`src/design/psev_pkg.sv`:
```
// ----------------------------------------------------------------------------
// psev_pkg: shared definitions for the postfix stack evaluator
// Token codes, sequencer states and word constants used by every file.
// ----------------------------------------------------------------------------
package psev_pkg;

  localparam int unsigned WORD_W = 32;
  localparam int unsigned CMD_W = 3;
  localparam int unsigned DEPTH_W = 7;

  typedef logic [WORD_W-1:0] word_t;
  typedef logic [CMD_W-1:0] cmd_t;

  localparam cmd_t CMD_PUSH = 3'd0;
  localparam cmd_t CMD_ADD = 3'd1;
  localparam cmd_t CMD_SUB = 3'd2;
  localparam cmd_t CMD_MUL = 3'd3;
  localparam cmd_t CMD_DIV = 3'd4;

  // Value returned by a pop from an empty stack.
  localparam word_t EMPTY_POP_VALUE = 32'hFFFF_FFFF;

  // One quotient bit is produced per divider step.
  localparam int unsigned DIV_STEPS = WORD_W;
  localparam int unsigned DIV_CNT_W = $clog2(DIV_STEPS);

  typedef enum logic [1:0] {
    ST_IDLE,
    ST_OPER,
    ST_DIV,
    ST_FINISH
  } state_t;

endpackage

```
`src/design/psev_stack_ram.sv`:
```
// ----------------------------------------------------------------------------
// psev_stack_ram: stack storage
// Single write port and single read port; read data is registered.
// ----------------------------------------------------------------------------
module psev_stack_ram #(
  parameter int unsigned DEPTH = 64,
  parameter int unsigned AW = 6
) (
  input  logic            clk,
  input  logic            we,
  input  logic [AW-1:0]   waddr,
  input  psev_pkg::word_t wdata,
  input  logic [AW-1:0]   raddr,
  output psev_pkg::word_t rdata
);

  psev_pkg::word_t mem [DEPTH];

  always_ff @(posedge clk) begin
    if (we) begin
      mem[waddr] <= wdata;
    end
  end

  always_ff @(posedge clk) begin
    rdata <= mem[raddr];
  end

endmodule

```
`src/design/psev_divider.sv`:
```
// ----------------------------------------------------------------------------
// psev_divider: iterative signed divider
// Restoring radix-2 division of magnitudes, one quotient bit per cycle,
// with the sign applied at the output. Truncates toward zero.
// ----------------------------------------------------------------------------
module psev_divider (
  input  logic            clk,
  input  logic            rst,
  input  logic            start,
  input  psev_pkg::word_t dividend,
  input  psev_pkg::word_t divisor,
  output logic            done,
  output psev_pkg::word_t quotient
);

  logic                            running;
  logic [psev_pkg::DIV_CNT_W-1:0]  count;
  psev_pkg::word_t                 rem;
  psev_pkg::word_t                 quo;
  psev_pkg::word_t                 dvs;
  logic                            neg;
  logic [psev_pkg::WORD_W:0]       shifted;
  logic [psev_pkg::WORD_W:0]       diff;

  assign shifted = {rem, quo[psev_pkg::WORD_W-1]};
  assign diff = shifted - {1'b0, dvs};

  always_ff @(posedge clk) begin
    if (rst) begin
      running <= 1'b0;
      done <= 1'b0;
      count <= '0;
    end else begin
      done <= 1'b0;
      if (start) begin
        running <= 1'b1;
        count <= psev_pkg::DIV_CNT_W'(psev_pkg::DIV_STEPS - 1);
      end else if (running) begin
        count <= count - 1'b1;
        if (count == '0) begin
          running <= 1'b0;
          done <= 1'b1;
        end
      end
    end
  end

  always_ff @(posedge clk) begin
    if (start) begin
      rem <= '0;
      quo <= dividend[psev_pkg::WORD_W-1] ? (~dividend + 1'b1) : dividend;
      dvs <= divisor[psev_pkg::WORD_W-1] ? (~divisor + 1'b1) : divisor;
      neg <= dividend[psev_pkg::WORD_W-1] ^ divisor[psev_pkg::WORD_W-1];
    end else if (running) begin
      if (!diff[psev_pkg::WORD_W]) begin
        rem <= diff[psev_pkg::WORD_W-1:0];
        quo <= {quo[psev_pkg::WORD_W-2:0], 1'b1};
      end else begin
        rem <= shifted[psev_pkg::WORD_W-1:0];
        quo <= {quo[psev_pkg::WORD_W-2:0], 1'b0};
      end
    end
  end

  assign quotient = neg ? (~quo + 1'b1) : quo;

endmodule

```
`src/design/postfix_stack_evaluator_unit.sv`:
```
// ----------------------------------------------------------------------------
// postfix_stack_evaluator_unit: postfix expression evaluator
// Takes one token per word and keeps a bounded stack of 32-bit values.
// ----------------------------------------------------------------------------
// A token word is taken on a rising edge where start is high and busy is
// low. Command 0 pushes operand_value; commands 1 to 4 pop the right and
// then the left operand and push their sum, difference, product or
// quotient (truncated toward zero); commands 5 to 7 leave the stack as it
// is. Each token gives exactly one result word, shown on top_value,
// stack_depth, underflow, overflow and divide_by_zero for the single cycle
// in which done is high; the receiver cannot stall, so it must capture the
// word in that cycle. A push or an unknown command keeps busy low and its
// result appears in the next cycle, so such tokens may arrive every cycle.
// Add, subtract and multiply hold busy through ST_OPER, which uses the left
// operand read from the stack memory, and ST_FINISH, which writes the result
// back. A divide by a nonzero divisor holds busy through the operand read in
// ST_OPER, the 32 steps of the radix-2 divider at one quotient bit per cycle
// and the taking of the quotient in ST_DIV, and the write-back in ST_FINISH.
// A divide by zero skips ST_DIV and the divider entirely. A pop from an
// empty stack gives all ones and sets underflow, a push onto a full stack
// is dropped and sets overflow, and a zero divisor pushes 0 and sets
// divide_by_zero. top_value reads 0 when the stack is empty. Stack memory
// needs no clearing pass: only entries below the depth are ever used.
// ----------------------------------------------------------------------------
module postfix_stack_evaluator_unit #(
  parameter int unsigned STACK_DEPTH = 64
) (
  input  logic        clk,
  input  logic        rst,
  input  logic        start,
  output logic        busy,
  input  logic [2:0]  command,
  input  logic [31:0] operand_value,
  output logic        done,
  output logic [31:0] top_value,
  output logic [6:0]  stack_depth,
  output logic        underflow,
  output logic        overflow,
  output logic        divide_by_zero
);

  localparam int unsigned AW = (STACK_DEPTH > 1) ? $clog2(STACK_DEPTH) : 1;
  localparam int unsigned PW = $clog2(STACK_DEPTH + 1);

  psev_pkg::state_t state;
  psev_pkg::state_t state_next;

  // Stack bookkeeping. The top entry is mirrored in a register so that an
  // operator needs only one memory read, for its left operand.
  logic [PW-1:0]   sp;
  logic [PW-1:0]   sp_after;
  logic [AW-1:0]   wr_idx;
  psev_pkg::word_t top_word;

  // Token latched at acceptance.
  psev_pkg::cmd_t  cmd_r;
  psev_pkg::word_t right_r;
  logic            have_left;
  psev_pkg::word_t res_r;

  logic under_r;
  logic over_r;
  logic dz_r;
  logic done_r;

  logic            accept;
  logic            sp_full;
  logic            sp_ge2;
  logic [PW-1:0]   sp_m2;
  psev_pkg::word_t left_w;
  psev_pkg::word_t product;

  logic            ram_we;
  logic [AW-1:0]   ram_waddr;
  psev_pkg::word_t ram_wdata;
  psev_pkg::word_t ram_rdata;

  logic            div_start;
  logic            div_done;
  psev_pkg::word_t div_quot;

  logic            res_load;
  psev_pkg::word_t res_next;
  logic            dz_set;

  logic [PW+6:0]   depth_ext;

  assign accept = start && !busy;
  assign busy = (state != psev_pkg::ST_IDLE);
  assign sp_full = (sp == PW'(STACK_DEPTH));
  assign sp_ge2 = (sp >= PW'(2));
  assign sp_m2 = sp - PW'(2);
  assign left_w = have_left ? ram_rdata : psev_pkg::EMPTY_POP_VALUE;
  assign product = left_w * right_r;

  psev_stack_ram #(
    .DEPTH (STACK_DEPTH),
    .AW    (AW)
  ) u_ram (
    .clk   (clk),
    .we    (ram_we),
    .waddr (ram_waddr),
    .wdata (ram_wdata),
    .raddr (sp_m2[AW-1:0]),
    .rdata (ram_rdata)
  );

  psev_divider u_div (
    .clk      (clk),
    .rst      (rst),
    .start    (div_start),
    .dividend (left_w),
    .divisor  (right_r),
    .done     (div_done),
    .quotient (div_quot)
  );

  always_ff @(posedge clk) begin
    if (rst) begin
      state <= psev_pkg::ST_IDLE;
    end else begin
      state <= state_next;
    end
  end

  // Sequencer: next state, memory write port, divider start, the operator
  // result and the divide-by-zero flag.
  always_comb begin
    state_next = state;
    ram_we = 1'b0;
    ram_waddr = sp[AW-1:0];
    ram_wdata = operand_value;
    div_start = 1'b0;
    res_load = 1'b0;
    res_next = '0;
    dz_set = 1'b0;
    case (state)
      psev_pkg::ST_IDLE: begin
        if (accept) begin
          if (command == psev_pkg::CMD_PUSH) begin
            ram_we = !sp_full;
          end else if (command inside {[psev_pkg::CMD_ADD:psev_pkg::CMD_DIV]}) begin
            state_next = psev_pkg::ST_OPER;
          end
        end
      end
      psev_pkg::ST_OPER: begin
        state_next = psev_pkg::ST_FINISH;
        res_load = 1'b1;
        case (cmd_r)
          psev_pkg::CMD_ADD: res_next = left_w + right_r;
          psev_pkg::CMD_SUB: res_next = left_w - right_r;
          psev_pkg::CMD_MUL: res_next = product;
          default: begin
            if (right_r == '0) begin
              dz_set = 1'b1;
            end else begin
              res_load = 1'b0;
              div_start = 1'b1;
              state_next = psev_pkg::ST_DIV;
            end
          end
        endcase
      end
      psev_pkg::ST_DIV: begin
        if (div_done) begin
          res_load = 1'b1;
          res_next = div_quot;
          state_next = psev_pkg::ST_FINISH;
        end
      end
      psev_pkg::ST_FINISH: begin
        ram_we = 1'b1;
        ram_waddr = wr_idx;
        ram_wdata = res_r;
        state_next = psev_pkg::ST_IDLE;
      end
      default: begin
        state_next = psev_pkg::ST_IDLE;
      end
    endcase
  end

  // Control registers: stack pointer, flags and the result strobe.
  always_ff @(posedge clk) begin
    if (rst) begin
      sp <= '0;
      done_r <= 1'b0;
      under_r <= 1'b0;
      over_r <= 1'b0;
      dz_r <= 1'b0;
    end else begin
      done_r <= 1'b0;
      if (accept) begin
        under_r <= 1'b0;
        over_r <= 1'b0;
        dz_r <= 1'b0;
        case (command)
          psev_pkg::CMD_PUSH: begin
            done_r <= 1'b1;
            if (sp_full) begin
              over_r <= 1'b1;
            end else begin
              sp <= sp + PW'(1);
            end
          end
          psev_pkg::CMD_ADD, psev_pkg::CMD_SUB, psev_pkg::CMD_MUL,
          psev_pkg::CMD_DIV: begin
            under_r <= !sp_ge2;
          end
          default: begin
            done_r <= 1'b1;
          end
        endcase
      end
      if (dz_set) begin
        dz_r <= 1'b1;
      end
      if (state == psev_pkg::ST_FINISH) begin
        sp <= sp_after;
        done_r <= 1'b1;
      end
    end
  end

  // Payload registers.
  always_ff @(posedge clk) begin
    if (accept) begin
      cmd_r <= command;
      right_r <= (sp != '0) ? top_word : psev_pkg::EMPTY_POP_VALUE;
      have_left <= sp_ge2;
      sp_after <= sp_ge2 ? (sp - PW'(1)) : PW'(1);
      wr_idx <= sp_ge2 ? sp_m2[AW-1:0] : '0;
      if (command == psev_pkg::CMD_PUSH && !sp_full) begin
        top_word <= operand_value;
      end
    end
    if (res_load) begin
      res_r <= res_next;
    end
    if (state == psev_pkg::ST_FINISH) begin
      top_word <= res_r;
    end
  end

  assign depth_ext = {7'd0, sp};

  assign done = done_r;
  assign top_value = (sp != '0) ? top_word : '0;
  assign stack_depth = depth_ext[6:0];
  assign underflow = under_r;
  assign overflow = over_r;
  assign divide_by_zero = dz_r;

endmodule

```
`config.mk`:
```
export PLATFORM = sky130hd
export DESIGN_NAME = postfix_stack_evaluator_unit
export DESIGN_NICKNAME = d
export VERILOG_FILES = /design/src/design/psev_pkg.sv /design/src/design/psev_stack_ram.sv /design/src/design/psev_divider.sv /design/src/design/postfix_stack_evaluator_unit.sv
export SDC_FILE = /design/constraint.sdc
export NUM_CORES = 2
export LEC_CHECK = 0
export BUFFER_PORTS_ARGS = -buffer_cell sky130_fd_sc_hd__buf_2
export CAP_MARGIN = 0
export CORE_UTILIZATION = 60
export CTS_BUF_LIST = sky130_fd_sc_hd__clkbuf_4 sky130_fd_sc_hd__clkbuf_8
export CTS_CLUSTER_DIAMETER = 40
export DETAILED_ROUTE_END_ITERATION = 8
export PLACE_DENSITY = 0.77
export SYNTH_ARGS = -nofsm -noshare
export SYNTH_HDL_FRONTEND = slang
export SYNTH_SLANG_ARGS = --single-unit
```
`constraint.sdc`:
```
create_clock -name clk -period 7.9 [get_ports clk]
set_input_delay 0.79 -clock clk [delete_from_list [all_inputs] [get_ports clk]]
set_output_delay 0.79 -clock clk [all_outputs]
set_load 0.02 [all_outputs]
```
==> results.ini <==
[timing]
slew_violations = 0
setup_viol = 0
hold_viol = 0
max_slew.worst_pin.slew_ns = 1.33
final.setup.tns_ns = 0
layout_min_cycle_time_ns = 7.76
rsz0062_at_grt = yes
relSlewSlack_pct = 10.7
clock_skew_ns = 0.0820
fin_crit_sh_pct = 98.2
max_clock_freq_ghz = 0.129

[worst_setup_path]
crit_required_ns = 8.68
r2r-start = have_left$_DFFE_PP_
cp-endpoint = res_r[25]$_DFFE_PP_
cp_max_fo = 5
arrival_ns = 8.54
reg2reg_setup_slack_ns = 0.14
cpMaxStageDelayCell = fa_1
cpLargestDelayFamily = adder cells
crit_path_start_kind = register
cp.depth = 30
cp_common_cell = fa_1
reg2regPathDepth = 30
worstSetupPathType = reg -> reg
crit_start = have_left$_DFFE_PP_
cp-end-kind = register
regToRegEndpoint = res_r[25]$_DFFE_PP_
crit_buf_inv = 8
max_stage_delay_ns = 0.60

[finish]
nets = 7512
area_delta_synth_final_pct = 11.5
drive_above_1_share_pct = 25.0
fill_cells = 11600

[clocking]
clock_latency_ns = 1.07
cts_sinks = 2310
clk_pin_slew_ns = 0.06
cts_root_buffer = clkbuf_8
max-clock-path-buffers = 4
htree_levels = 5
cts_tree = yes
cts_made_buffers = 378

[detailed_routing]
drt-total-wl_um = 292000
vias = 61200
firstDrtPassIters = 6
wire_per_inst_um = 30.7
ant_nets = 0
via_per_inst = 6.43
drt_first_iter_violations = 7226
drc = 0

[global_route]
antenna_found_initial = 21
track_usage_pct = 32.0
grt_pass1_vias = 62900
overflow = 0
grt_max_degree = 119
grt_first_pass_wirelength_um = 422000

[die]
dieArea_um2 = 185000
dieHeight_um = 430
row_count = 156
io-pin-count = 82
start_util_pct = 60.6
dieWidth_um = 430
coreArea_um2 = 181000

[synth]
syn-num-nets = 7120
synth_cell_types = 77
ys_warn_count = 0
synthFlopType = edfxtp_1
synth_area_um2 = 110000
synth-seq-area-share_pct = 62.4
synth_area_per_cell_um2 = 17.0
synth-seq-cells = 2310
syn_inst = 6469
async_flop_share_pct = 0
synth-edff-count = 2226

[status]
status = completed

[placement]
gp_congestion = 0.978
portBuffers = 81
dp_hpwl_um = 193000

[hold_path]
hold_class = in -> reg

[run]
cap_viol_max_count = 0

## kinds of logic after synthesis
kind of cell,count (synthesis),synth area share [%]
flops,2310,62.4
simple gates,1217,5.54
compound gates,512,3.01
buf+inv,814,2.81
fa+ha+maj,613,9.79
xor+xnor,278,2.23
mux,725,14.2
## how the worst min path moves through the flow
stage / startpoint / endpoint / slack [ns] / cells past startpoint
after global placement: sp_after[5]$_SDFFCE_PP0P_ / stack_depth[5]$_SDFFE_PP0P_ / 0.45 / 2
final: rst / overflow$_SDFFE_PP0P_ / 0.18 / 2
after floorplan: sp_after[5]$_SDFFCE_PP0P_ / stack_depth[5]$_SDFFE_PP0P_ / 0.45 / 2
after CTS: rst / overflow$_SDFFE_PP0P_ / 0.09 / 2
after detailed placement: sp_after[0]$_SDFFCE_PP1P_ / stack_depth[0]$_SDFFE_PP0P_ / 0.46 / 2
after global routing: rst / overflow$_SDFFE_PP0P_ / 0.15 / 2
## placed cells by master (no fill, tap or decap), types with 13 or more instances in the layout
cell type / n
o21ai_1: 13
nand3_1: 29
mux4_2: 659
nor3_1: 23
ha_1: 197
clkinv_1: 77
xor2_1: 109
clkbuf_4: 124
o31ai_1: 37
or3_1: 14
dfxtp_1: 81
clkinv_2: 38
a211oi_1: 23
inv_1: 450
nor2b_1: 31
a31oi_1: 23
bufinv_16: 15
o22ai_1: 21
edfxtp_1: 2226
nor2_4: 64
a21oi_1: 120
xnor2_1: 162
and2_1: 350
buf_6: 15
buf_4: 257
o21ai_0: 98
fa_1: 403
mux2_2: 35
buf_2: 81
mux2i_1: 31
a22oi_1: 22
nor2_1: 129
clkbuf_8: 393
o21a_1: 28
nand2_1: 420
nand2b_1: 64
a21o_1: 43
## registers in the layout, indices dropped and copies added, names as in the netlist, 2 cells and up
name,count
top_word,32
right_r,32
u_div.count,5
u_ram.mem,2048
cmd_r,3
u_ram.rdata,32
state,2
u_div.rem,32
stack_depth,7
sp_after,7
wr_idx,6
u_div.dvs,32
u_div.quo,32
res_r,32
## timing repair
item | in CTS | in global routing
buffers inserted | 2 | 9
gates cloned | 0 | 2
gates resized for setup | 5 | 76
setup endpoints to repair | 3 | 11
hold endpoints to repair | 4 | 0
pin swaps | 2 | 56
hold buffers | 4 | 0
## stage by stage
step / instance area, um2 / hold WS [ns] / worst slack (ns) / util, % / instances
final: 122000 / 0.176 / 0.141 / 67.6 / 9518
after global routing: 122000 / 0.151 / -0.144 / 67.6 / 9515
after CTS: 122000 / 0.0932 / -0.00963 / 67.3 / 9500
after detailed placement: 114000 / 0.465 / -0.0338 / 63.2 / 8834
after global placement: 114000 / 0.451 / 0.00994 / 63.2 / 8834
after floorplan: 110000 / 0.447 / 0.00242 / - / 6469
## per-layer routing
| layer | vias to the layer above | share of wire (%) | global-route usage, % | wire [um] |
|---|---|---|---|---|
| li1 | 25200 | - | - | - |
| met1 | 31600 | 36 | 41.7 | 106000 |
| met2 | 3652 | 49 | 51.7 | 142000 |
| met3 | 765 | 9.3 | 6.25 | 27200 |
| met4 | 16 | 5.7 | 16.3 | 16600 |
| met5 | - | 0.035 | 0 | 101 |
## Yosys cell counts (37+ instances only)
| cell | number | area [um2] |
|---|---|---|
| fa_1 | 410 | 8210 |
| edfxtp_1 | 2226 | 66800 |
| clkbuf_1 | 294 | 1100 |
| a21oi_1 | 122 | 611 |
| dfxtp_1 | 84 | 1680 |
| xor2_1 | 110 | 963 |
| o21ai_0 | 104 | 521 |
| mux4_2 | 659 | 14800 |
| xnor2_1 | 166 | 1450 |
| buf_1 | 53 | 199 |
| inv_1 | 455 | 1710 |
| nand2b_1 | 81 | 507 |
| ha_1 | 203 | 2540 |
| o31ai_1 | 37 | 278 |
| and2_1 | 357 | 2230 |
| a21o_1 | 43 | 323 |
| nor2_1 | 193 | 724 |
| nand2_1 | 420 | 1580 |
## cell type report
| cell class | count | area [um2] | area share (%) |
|---|---|---|---|
| antenna | 7 | 17.5 | 0.0143 |
| clock buffer | 517 | 6340 | 5.18 |
| clock inverter | 143 | 1030 | 0.843 |
| inverter | 456 | 1710 | 1.40 |
| multi-input combinational | 3345 | 39000 | 31.9 |
| sequential | 2310 | 68500 | 56.0 |
| tap | 2370 | 2970 | 2.42 |
| timing repair buffer | 370 | 2800 | 2.29 |
Power is left out: the tool's default activity adds up to more than one toggle a clock period on the data nets, which glitch-free logic cannot reach.
